File: src/sv/bdq_pkg.sv
// ============================================================================
// Deque package
// Request and result types, command and status codes and cell operations.
// ============================================================================
`timescale 1ns / 1ps

package bdq_pkg;

    localparam logic [2:0] CMD_PUSH_FRONT = 3'd0;
    localparam logic [2:0] CMD_PUSH_BACK  = 3'd1;
    localparam logic [2:0] CMD_POP_FRONT  = 3'd2;
    localparam logic [2:0] CMD_POP_BACK   = 3'd3;
    localparam logic [2:0] CMD_COUNT      = 3'd4;
    localparam logic [2:0] CMD_REMOVE     = 3'd5;

    localparam logic [1:0] ST_OK        = 2'd0;
    localparam logic [1:0] ST_EMPTY     = 2'd1;
    localparam logic [1:0] ST_FULL      = 2'd2;
    localparam logic [1:0] ST_NOT_FOUND = 2'd3;

    typedef enum logic [2:0] {
        OP_HOLD  = 3'd0,
        OP_SHR   = 3'd1,
        OP_SHL   = 3'd2,
        OP_ROT   = 3'd3,
        OP_LOAD  = 3'd4
    } t_cell_op;

    typedef struct packed {
        logic [2:0]         cmd;
        logic signed [31:0] value;
    } t_request;

    typedef struct packed {
        logic [1:0]         status;
        logic signed [31:0] popped_value;
        logic [6:0]         match_count;
        logic [6:0]         occupancy;
    } t_result;

endpackage

File: src/sv/bdq_cell.sv
// ============================================================================
// Deque cell
// One storage position of the chain; shifts, rotates or loads on command.
// ============================================================================
`timescale 1ns / 1ps

module bdq_cell #(
    parameter int DATA_WIDTH = 32,
    parameter int LEN_WIDTH  = 7,
    parameter int IDX        = 0
) (
    input  logic                  i_clk,
    input  bdq_pkg::t_cell_op     i_op,
    input  logic [LEN_WIDTH-1:0]  i_len,
    input  logic [DATA_WIDTH-1:0] i_left,
    input  logic [DATA_WIDTH-1:0] i_right,
    input  logic [DATA_WIDTH-1:0] i_head,
    input  logic [DATA_WIDTH-1:0] i_value,
    output logic [DATA_WIDTH-1:0] o_data
);

    logic [DATA_WIDTH-1:0] r_data;
    logic [DATA_WIDTH-1:0] n_data;
    logic                  is_tail;
    logic                  is_next;

    assign is_tail = (i_len == LEN_WIDTH'(IDX + 1));
    assign is_next = (i_len == LEN_WIDTH'(IDX));

    always_comb begin
        n_data = r_data;
        case (i_op)
            bdq_pkg::OP_SHR:  n_data = i_left;
            bdq_pkg::OP_SHL:  n_data = i_right;
            bdq_pkg::OP_ROT:  n_data = is_tail ? i_head : i_right;
            bdq_pkg::OP_LOAD: n_data = is_next ? i_value : r_data;
            default:          n_data = r_data;
        endcase
    end

    always_ff @(posedge i_clk) begin
        r_data <= n_data;
    end

    assign o_data = r_data;

endmodule

File: src/sv/bounded_deque_with_search.sv
// ============================================================================
// Bounded deque with search
// Ordered store of up to DEPTH values held in a chain of shifting cells.
// ============================================================================
// A request is taken at a rising edge with start high and busy low. Exactly
// one result follows, shown for one cycle with o_result_valid high; the
// receiver cannot hold it off, so it must take it in that cycle.
// Between requests the front entry sits in the first cell. Pushes and a pop
// from the front finish in the cycle of the request and the result appears
// in the next cycle, with busy staying low, so such requests may follow back to back.
// Pop from the back, count and remove rotate the occupied part of the chain
// once past the first cell, one position per cycle: they keep busy high
// until every entry has passed, and the result appears in the cycle after
// the last step. With an empty store they finish at once.
// The rotation through the chain is what sets the length of these requests,
// so they take longer the fuller the store is.
// Reset empties the store and drops busy and the result strobe; the stored
// data themselves are not cleared.
// ============================================================================
`timescale 1ns / 1ps

module bounded_deque_with_search #(
    parameter int DEPTH      = 64,
    parameter int DATA_WIDTH = 32
) (
    input  logic               i_clk,
    input  logic               i_rst_n,
    input  logic               start,
    output logic               busy,
    input  bdq_pkg::t_request  i_request,
    output logic               o_result_valid,
    output bdq_pkg::t_result   o_result
);

    localparam int CW = $clog2(DEPTH + 1);

    typedef enum logic [1:0] {
        S_IDLE = 2'b01,
        S_SCAN = 2'b10
    } t_state;

    t_state                r_state,  n_state;
    logic [CW-1:0]         r_count,  n_count;
    logic [CW-1:0]         r_left,   n_left;
    logic [CW-1:0]         r_match,  n_match;
    logic [2:0]            r_cmd,    n_cmd;
    logic [DATA_WIDTH-1:0] r_value,  n_value;
    logic                  r_found,  n_found;
    logic                  r_valid,  n_valid;
    bdq_pkg::t_result      r_result, n_result;

    bdq_pkg::t_cell_op     cell_op;
    logic [DATA_WIDTH-1:0] cell_data [DEPTH];
    logic [DATA_WIDTH-1:0] head;
    logic [DATA_WIDTH-1:0] in_value;
    logic [31:0]           head_out;
    logic                  accept;
    logic                  hit;
    logic                  last_step;

    assign head = cell_data[0];

    generate
        if (DATA_WIDTH > 32) begin : g_wide
            assign in_value = {{(DATA_WIDTH - 32){i_request.value[31]}}, i_request.value};
            assign head_out = head[31:0];
        end else if (DATA_WIDTH == 32) begin : g_equal
            assign in_value = i_request.value;
            assign head_out = head;
        end else begin : g_narrow
            assign in_value = i_request.value[DATA_WIDTH-1:0];
            assign head_out = {{(32 - DATA_WIDTH){head[DATA_WIDTH-1]}}, head};
        end
    endgenerate

    genvar gi;
    generate
        for (gi = 0; gi < DEPTH; gi++) begin : g_cell
            logic [DATA_WIDTH-1:0] left_data;
            logic [DATA_WIDTH-1:0] right_data;

            if (gi == 0) begin : g_first
                assign left_data = in_value;
            end else begin : g_left
                assign left_data = cell_data[gi-1];
            end

            if (gi == DEPTH - 1) begin : g_end
                assign right_data = cell_data[gi];
            end else begin : g_right
                assign right_data = cell_data[gi+1];
            end

            bdq_cell #(
                .DATA_WIDTH (DATA_WIDTH),
                .LEN_WIDTH  (CW),
                .IDX        (gi)
            ) u_cell (
                .i_clk   (i_clk),
                .i_op    (cell_op),
                .i_len   (r_count),
                .i_left  (left_data),
                .i_right (right_data),
                .i_head  (head),
                .i_value (in_value),
                .o_data  (cell_data[gi])
            );
        end
    endgenerate

    assign busy      = (r_state == S_SCAN);
    assign accept    = start && !busy;
    assign hit       = (head == r_value);
    assign last_step = (r_left == CW'(1));

    always_comb begin
        n_state  = r_state;
        n_count  = r_count;
        n_left   = r_left;
        n_match  = r_match;
        n_cmd    = r_cmd;
        n_value  = r_value;
        n_found  = r_found;
        n_valid  = 1'b0;
        n_result = r_result;
        cell_op  = bdq_pkg::OP_HOLD;

        case (r_state)
            S_IDLE: begin
                if (accept) begin
                    n_cmd                 = i_request.cmd;
                    n_value               = in_value;
                    n_found               = 1'b0;
                    n_match               = '0;
                    n_left                = r_count;
                    n_result.status       = bdq_pkg::ST_OK;
                    n_result.popped_value = '0;
                    n_result.match_count  = '0;
                    n_valid               = 1'b1;
                    case (i_request.cmd)
                        bdq_pkg::CMD_PUSH_FRONT, bdq_pkg::CMD_PUSH_BACK: begin
                            if (r_count == CW'(DEPTH)) begin
                                n_result.status = bdq_pkg::ST_FULL;
                            end else begin
                                cell_op = (i_request.cmd == bdq_pkg::CMD_PUSH_FRONT)
                                        ? bdq_pkg::OP_SHR : bdq_pkg::OP_LOAD;
                                n_count = r_count + CW'(1);
                            end
                        end
                        bdq_pkg::CMD_POP_FRONT: begin
                            if (r_count == '0) begin
                                n_result.status = bdq_pkg::ST_EMPTY;
                            end else begin
                                cell_op               = bdq_pkg::OP_SHL;
                                n_result.popped_value = head_out;
                                n_count               = r_count - CW'(1);
                            end
                        end
                        bdq_pkg::CMD_POP_BACK, bdq_pkg::CMD_REMOVE: begin
                            if (r_count == '0) begin
                                n_result.status = bdq_pkg::ST_EMPTY;
                            end else begin
                                n_valid = 1'b0;
                                n_state = S_SCAN;
                            end
                        end
                        bdq_pkg::CMD_COUNT: begin
                            if (r_count != '0) begin
                                n_valid = 1'b0;
                                n_state = S_SCAN;
                            end
                        end
                        default: begin
                            n_result.status = bdq_pkg::ST_OK;
                        end
                    endcase
                    n_result.occupancy = 7'(n_count);
                end
            end
            S_SCAN: begin
                n_left = r_left - CW'(1);
                case (r_cmd)
                    bdq_pkg::CMD_POP_BACK: begin
                        if (last_step) begin
                            cell_op               = bdq_pkg::OP_SHL;
                            n_count               = r_count - CW'(1);
                            n_result.popped_value = head_out;
                        end else begin
                            cell_op = bdq_pkg::OP_ROT;
                        end
                    end
                    bdq_pkg::CMD_COUNT: begin
                        cell_op = bdq_pkg::OP_ROT;
                        n_match = r_match + CW'(hit);
                    end
                    default: begin
                        if (hit && !r_found) begin
                            cell_op = bdq_pkg::OP_SHL;
                            n_count = r_count - CW'(1);
                            n_found = 1'b1;
                        end else begin
                            cell_op = bdq_pkg::OP_ROT;
                        end
                    end
                endcase
                if (last_step) begin
                    n_state              = S_IDLE;
                    n_valid              = 1'b1;
                    n_result.match_count = 7'(n_match);
                    n_result.occupancy   = 7'(n_count);
                    n_result.status      = (r_cmd == bdq_pkg::CMD_REMOVE && !n_found)
                                         ? bdq_pkg::ST_NOT_FOUND : bdq_pkg::ST_OK;
                end
            end
            default: begin
                n_state = S_IDLE;
            end
        endcase
    end

    always_ff @(posedge i_clk) begin
        if (!i_rst_n) begin
            r_state <= S_IDLE;
            r_count <= '0;
            r_valid <= 1'b0;
        end else begin
            r_state <= n_state;
            r_count <= n_count;
            r_valid <= n_valid;
        end
    end

    always_ff @(posedge i_clk) begin
        r_left   <= n_left;
        r_match  <= n_match;
        r_cmd    <= n_cmd;
        r_value  <= n_value;
        r_found  <= n_found;
        r_result <= n_result;
    end

    assign o_result_valid = r_valid;
    assign o_result       = r_result;

endmodule

File: config.mk
export PLATFORM = sky130hd
export DESIGN_NAME = bounded_deque_with_search
export DESIGN_NICKNAME = d
export VERILOG_FILES = /design/src/sv/bdq_pkg.sv /design/src/sv/bdq_cell.sv /design/src/sv/bounded_deque_with_search.sv
export SDC_FILE = /design/constraint.sdc
export NUM_CORES = 2
export LEC_CHECK = 0
export BUFFER_PORTS_ARGS = -buffer_cell sky130_fd_sc_hd__buf_2
export CAP_MARGIN = 0
export CELL_PAD_IN_SITES_DETAIL_PLACEMENT = 0
export CELL_PAD_IN_SITES_GLOBAL_PLACEMENT = 2
export CORE_MARGIN = 2
export CORE_UTILIZATION = 43
export DETAILED_ROUTE_END_ITERATION = 12
export PLACE_DENSITY_LB_ADDON = 0.2
export SLEW_MARGIN = 20
export SYNTH_ARGS = -nofsm -noshare
export SYNTH_HDL_FRONTEND = slang
export SYNTH_SLANG_ARGS = --single-unit
File: constraint.sdc
create_clock -name i_clk -period 6.4 [get_ports i_clk]
set_input_delay 0.64 -clock i_clk [delete_from_list [all_inputs] [get_ports i_clk]]
set_output_delay 0.64 -clock i_clk [all_outputs]
set_load 0.02 [all_outputs]
**Yosys cells after proc, flatten, opt, wreduce, memory -nomap -nowiden**

Index checks and enable logic that the tools add are counted.

- Reduce and logical (&&, ||, !) cells: 85
- Multiplexer cells: 243
- Add/subtract/negate cells: 4
- Equal/unequal tests: 152

Operators by type and width:

| operator | number |
|---|---|
| $pmux W32 S4 | 63 |
| $mux W32 | 132 |
| $eq A7 B6 Y1 const B | 32 |
| $ne A2 B1 Y1 const B | 67 |
| $reduce_and A2 Y1 | 64 |
| $eq A7 B5 Y1 const B | 16 |
| $pmux W32 S3 | 1 |
| $pmux W48 S2 | 1 |
| $pmux W7 S2 | 5 |
| $eq A7 B4 Y1 const B | 8 |
| $mux W7 | 8 |
| $mux W48 | 1 |
| $eq A32 B32 Y1 | 1 |
| $eq A7 B3 Y1 const B | 4 |
| $pmux W3 S2 | 3 |
| $mux W2 | 8 |
| $eq A3 B2 Y1 const B | 5 |
| $eq A3 B3 Y1 const B | 5 |
| $eq A7 B1 Y1 const B | 2 |
| $eq A7 B2 Y1 const B | 2 |
| $mux W14 | 1 |
| $sub A7 B1 Y7 const B | 2 |
| $pmux W2 S2 | 3 |
| $mux W1 | 11 |
| 24 further kinds | 39 |

- Output and inout bits: 50
- Word-level logic and storage cells: 560
- Flip-flop bits (word level): 2156
- Input port bits: 38

**Longest topological paths before layout**

- Depth in word-level cells: 10
- Depth in mapped cells: 13
- Gate-level depth less buffers: 9

**By module**

From an unflattened synthesis, not the netlist that was laid out.

- Cells, all modules: 23402
- Area total of the unflattened synthesis: 205020.4 um^2

Modules (own cells, without submodules):

| module | cells each | seq. area each (um^2) | instances | area each (um^2) |
|---|---|---|---|---|
| bdq_cell (g_cell[21].u_cell ...) | 409 | 960.9 | 4 | 3422.0 |
| bdq_cell (g_cell[29].u_cell ...) | 408 | 960.9 | 4 | 3422.0 |
| bdq_cell (g_cell[22].u_cell ...) | 374 | 960.9 | 4 | 3388.2 |
| bdq_cell (g_cell[20].u_cell ...) | 375 | 960.9 | 4 | 3280.6 |
| bdq_cell (g_cell[27].u_cell ...) | 276 | 960.9 | 3 | 2408.6 |
| bdq_cell (g_cell[11].u_cell ...) | 275 | 960.9 | 3 | 2406.1 |
| bdq_cell (g_cell[5].u_cell ...) | 410 | 960.9 | 2 | 3453.3 |
| bdq_cell (g_cell[17].u_cell ...) | 409 | 960.9 | 2 | 3392.0 |
| bdq_cell (g_cell[10].u_cell ...) | 408 | 960.9 | 2 | 3387.0 |
| bdq_cell (g_cell[18].u_cell ...) | 374 | 960.9 | 2 | 3354.5 |
| bdq_cell (g_cell[16].u_cell ...) | 409 | 960.9 | 2 | 3331.9 |
| bdq_cell (g_cell[54].u_cell ...) | 375 | 960.9 | 2 | 3315.7 |
| bdq_cell (g_cell[28].u_cell ...) | 375 | 960.9 | 2 | 3260.6 |
| bdq_cell (g_cell[52].u_cell ...) | 374 | 960.9 | 2 | 3253.1 |
| +24 rows | -- | -- | -- | -- |

**Worst setup path before layout**

Ideal clock, no wire load.

- Path type: register to register
- Start point: reg r_count[0]
- End point: reg g_cell[0].u_cell.r_data[0], enable pin
- Period minus slack after synthesis: 4.900 ns
- Buffers on the path: 3
- Library setup time: 0.474 ns
- Data required time: 5.926 ns
- Setup slack: 1.500 ns
- Arrival time: 4.426 ns
- Cell stages (with the launch flop): 10
- Cells stage by stage: dfxtp_1 -> inv_1 -> ha_1 -> buf_2 -> nor4b_4 -> a311oi_4 -> and3_1 -> clkbuf_1 -> clkbuf_1 -> a221oi_1

- Word-level cells in the longest chain between the ends: 8
- Elaborated cells on any way between the ends: 16
- Those cells by class: 8 x eq/ne; 5 x mux; 3 x reduce/logical

Ends and longest elaborated chain:

| what | line | RTL |
|---|---|---|
| start, declared | bounded_deque_with_search.sv:43 | `logic [CW-1:0] r_count, n_count;` |
| start signal, assigned | bounded_deque_with_search.sv:228 | `r_count <= n_count;` |
| $eq A7 B7 Y1 or $logic_not A7 Y1 (tied branches) | bounded_deque_with_search.sv:142, bdq_cell.sv:28, bounded_deque_with_search.sv:151 |  |
| $mux W3 or $mux W2 (tied branches) | bounded_deque_with_search.sv:142, bounded_deque_with_search.sv:151 |  |
| $pmux W3 S2 | bounded_deque_with_search.sv:140 | `case (i_request.cmd)` |
| $mux W3 | bounded_deque_with_search.sv:130 | `if (accept) begin` |
| $pmux W3 S2 | bounded_deque_with_search.sv:128 | `case (r_state)` |
| $eq A3 B3 Y1, or another cell as far along | bdq_cell.sv:32 | `case (i_op)` |
| $ne A2 B1 Y1 (no source line), or another cell as far along | -- |  |
| $reduce_and A3 Y1 (no source line) * | -- |  |
| end signal, assigned | bdq_cell.sv:42 | `r_data <= n_data;` |
| end, declared | bdq_cell.sv:22 | `logic [DATA_WIDTH-1:0] r_data;` |

Mark *: on every way between the ends. The rest lies on a longest branch, timed or not.
A chain may end at the register's enable or synchronous reset.

**Worst setup path after layout**

- Start point: reg r_count[0]
- End point: reg g_cell[44].u_cell.r_data[18], data pin

- Word-level cells in the longest chain between the ends: 7
- Elaborated cells on any way between the ends: 14
- Those cells by class: 6 x eq/ne; 7 x mux; 1 x reduce/logical

Ends and longest elaborated chain:

| what | line | RTL |
|---|---|---|
| $eq A7 B7 Y1 or $logic_not A7 Y1 (tied branches) | bounded_deque_with_search.sv:142, bounded_deque_with_search.sv:151 |  |
| $mux W3 or $mux W2 (tied branches) | bounded_deque_with_search.sv:142, bounded_deque_with_search.sv:151 |  |
| $pmux W3 S2 | bounded_deque_with_search.sv:140 |  |
| $mux W3 | bounded_deque_with_search.sv:130 |  |
| $pmux W3 S2 | bounded_deque_with_search.sv:128 |  |
| $eq A3 B3 Y1, or another cell as far along | bdq_cell.sv:32 |  |
| $pmux W32 S4 * | bdq_cell.sv:32 |  |
| named net g_cell[44].u_cell.n_data[18] | bdq_cell.sv:23 | `logic [DATA_WIDTH-1:0] n_data;` |
| end signal, assigned | bdq_cell.sv:42 |  |
| end, declared | bdq_cell.sv:22 |  |

The timed path passes the listed nets; every way through them passes the cells marked *.

==> summary.md <==
| Metric | Value |
|---|---|
| Initial core utilization | between 40% and 50% |
| Starting DRT DRC Count | approximately 16k |
| Post-CTS sizing | 0 |
| Mapped Nets | ~10k |
| Fraction of layout cells with a size suffix above 1 | 10.76% |
| Initial antenna violation count | 14 |
| Crit Path Category | reg -> reg |
| Critical path depth | 11 |
| Crit path cell chain | inv_1 > ha_1 > nor4b_4 > a311oi_4 > nand3_4 > buf_4 > nor2_1 > nor2_4 > buf_4 > a221oi_1 > nor2_1 |
| R2r startpoint | r_count[0] |
| Switch share | between 30% and 40% |
| Worst rel slew slack | 10.33% |
| Clock network latency to the later pin of the worst-skew pair | 0.91 ns |
| Hold depth | 1 |
| 1st-pass router iterations | 8 |
| Die Height | 501.9 um |
| Number of I/O pins | 88 |
| # DRC | 0 |
| CP Data Required Time | 7.14 ns |
| Final min period | a little under 5 ns |
| Final worst path period share | 76.37% |
| Most frequent cells in the layout | nor2_1, edfxtp_1, a221oi_1 |
| Max FO, Critical Path | 36 |
| Number of synthesized flops with an enable pin | 2146 |
| NumNets Final | just under 10k |
| Port bufs | a little under 90 |
| Vias in the first global route | 87.74k |
| H-Tree Depth | 4 |
| RSZ-0062 raised after global routing | false |
| Post-CTS Setup Inserts | 0 |
| Peak supply drop | 0.2967 mV |
| CTS buffer count | 240 |
| HPWL after detailed placement | around 300000 um |
| Largest stage delay on the critical path | 0.75 ns |
| Total global routing overflow | 0 |
| Synth Warn # | 0 |
| Max Cap Violations | 0 |
| Clock slew at reported path FFs | about 0.06 ns |
| GRT Overall Usage | 37.05% |
| P_int | roughly 32 mW |
| Mapped Cells | 9992 |
| Slowest-stage cell, CP | nor2_4 |
| Largest net degree at the start of global routing | roughly 160 |
| Via-to-Cell Ratio | around 7.0 |
| Prevailing post-synth register cell | edfxtp_1 |
| Depth of the most critical reg-to-reg path | 11 |
| Commonest non-fill, non-tap cell in the layout | nor2_1 |
| Setup Skew | about 0.067 ns |
| CTS sink cnt | 2156 |
| Type of the worst min-delay path | in -> reg |
| Rows | 182 |
| Worst Setup End Kind | flip-flop |
| Core Box Area | 246200 sq um |
| Final setup viols | 0 |
| Post-synth ARST share | 0% |
| CTS tree | done |
| First-pass GRT wire length | 673800 um |
| Reg2reg end | g_cell[44].u_cell.o_data[18] |
| Standby leakage power | ~41 nW |
| Maximum clock rate | 204.6 MHz |
| Least-Margin Pin Slew | 1.345 ns |
| Post-Syn Area | 106600 sq um |
| Switching power | 18.26 mW |
| Routed Antenna Nets | 0 |
| Worst hold slack | roughly 0.063 ns |
| Crit path DAT | between 5 and 6 ns |
| Buf/Inv on CP | 3 |
| Critical Path Source Type | flip-flop |
| DR WL/cell | ~37 um |
| Slew Limit Fails | 0 |
| Area of the die | 251900 sq um |
| Crit path to | g_cell[44].u_cell.o_data[18] |
| Register-to-register setup slack | 1.51 ns |
| #FFs+latches synth | 2156 |
| Critical Path Source | r_count[0] |
| Synth cell types | 63 |
| CTS Root Cell | clkbuf_16 |
| Register area share after synthesis | 60.63% |
| Clock network fraction of design power | 27.5% |
| Comb power frac | 26.8% |
| CTS Hold Bufs | 3 |
| Sequential share of power | a little under half |
| Status | finished, final reports clean |
| Pwr Density | roughly 420 nW/um^2 |
| Routed vias | 91.88k |
| Top Family by Delay on Critical Path | simple AND/OR/NAND/NOR gates |
| Mean post-synth cell area | 10.67 sq um |
| Routability Congestion | 0.9872 |
| Setup TNS | 0 ns |
| Area Overhead vs Synth | 10.60% |
| Final hold violations | 0 |
| Post-Route WL | between 400000 and 500000 um |
| Clock buffer depth | 3 |
| Die Wd | 501.9 um |
[per-layer routing]
metal  vias to the layer above  global-route usage [%]  wire, um
li1                      36920                       -         -
met1                     47030                   52.82    194700
met2                      6882                   50.61    194800
met3                      1033                   13.44     68110
met4                        12                   14.98     22250
met5                         -                  0.3280       168
[synthesized netlist by cell type, drive strengths merged, types with 2 or more instances]
| library cell | instances | share of area, % |
|---|---|---|
| buf | 629 | 3.0 |
| nor2 | 4260 | 15 |
| inv | 13 | 0.046 |
| nor2b | 37 | 0.22 |
| a21o | 5 | 0.035 |
| edfxtp | 2146 | 60 |
| mux2i | 5 | 0.047 |
| o211ai | 5 | 0.035 |
| nor3 | 9 | 0.042 |
| and2 | 34 | 0.20 |
| clkbuf | 455 | 1.6 |
| nand3 | 12 | 0.056 |
| ha | 10 | 0.12 |
| nand2b | 4 | 0.023 |
| a221oi | 1984 | 16 |
| nand2 | 134 | 0.47 |
| a221o | 33 | 0.31 |
| and3 | 3 | 0.018 |
| a31oi | 4 | 0.023 |
| a311oi | 3 | 0.047 |
| dfxtp | 10 | 0.19 |
| o2111ai | 2 | 0.016 |
| or4 | 2 | 0.014 |
| nand3b | 2 | 0.014 |
| nand4 | 10 | 0.059 |
| a21oi | 87 | 0.58 |
| o21a | 3 | 0.021 |
| nor4 | 3 | 0.046 |
| xnor2 | 40 | 0.33 |
| o31a | 2 | 0.016 |
| or3 | 3 | 0.018 |
| a211oi | 2 | 0.014 |
| o21ai | 17 | 0.080 |
| xor2 | 7 | 0.058 |
[logic make-up after synthesis]
| family | after synthesis | synth area share [%] |
|---|---|---|
| adders and majority gates | 10 | 0.1174 |
| xor gates and xnor gates | 47 | 0.3861 |
| muxes | 6 | 0.05751 |
| DFF | 2156 | 60.63 |
| buffers and inverters | 1098 | 4.691 |
| and+or+nand+nor | 4518 | 16.38 |
| AOI/OAI and AO/OA | 2157 | 17.74 |
[power by group through the flow]
| stage | sequential, mW | combinational, mW | clock (mW) |
|---|---|---|---|
| 2_1_floorplan | 21.8 | 7.93 | 0 |
| 3_3_place_gp | 22.8 | 12.6 | 0 |
| 3_5_place_dp | 22.8 | 12.9 | 0 |
| 4_1_cts | 22.6 | 12.9 | 13.8 |
| 5_1_grt | 22.9 | 14.2 | 14.3 |
| 6_report | 22.7 | 13.4 | 13.7 |
[worst min path at each step]
stage	to	start
finish	r_value[21]	i_request[21]
global route	r_value[25]	i_request[25]
CTS	r_count[3]	i_rst_n
detailed placement	r_state[0]	r_state[0]
global placement	r_state[0]	r_state[0]
floorplan	r_state[1]	r_state[1]
[sequential cells by signal, indices dropped and copies added (netlist names)]
signal and count:
r_cmd 3, o_result_valid 1, r_value 32, r_left 7
r_match 7, o_result 48, r_state 2, r_found 1
g_cell.u_cell.o_data 2048, r_count 7
[through the flow]
stage / area, sq um / setup slack [ns] / utilization [%] / power [mW] / instances
finish: 117900 / 1.512 / 47.90 / 49.77 / 13110
global route: 117900 / 1.340 / 47.90 / 51.40 / 13100
CTS: 117700 / 1.611 / 47.83 / 49.25 / 13090
detailed placement: 110200 / 1.653 / 44.78 / 35.71 / 12650
global placement: 110100 / 1.694 / 44.74 / 35.44 / 12640
floorplan: 106600 / 1.500 / - / 29.72 / 9992
[layout make-up]
class / instances / area [sq um]
diodes: 6 / 15.01
flip-flops and latches: 2156 / 64640
repair buffers: 436 / 3520
inverters: 14 / 52.55
clock inverters: 148 / 1236
clock buffers: 295 / 6255
well taps: 3312 / 4144
fillers: 22990 / 128200
multi-input cells: 6738 / 38050
No activity file was read; power rests on OpenSTA's default activity.
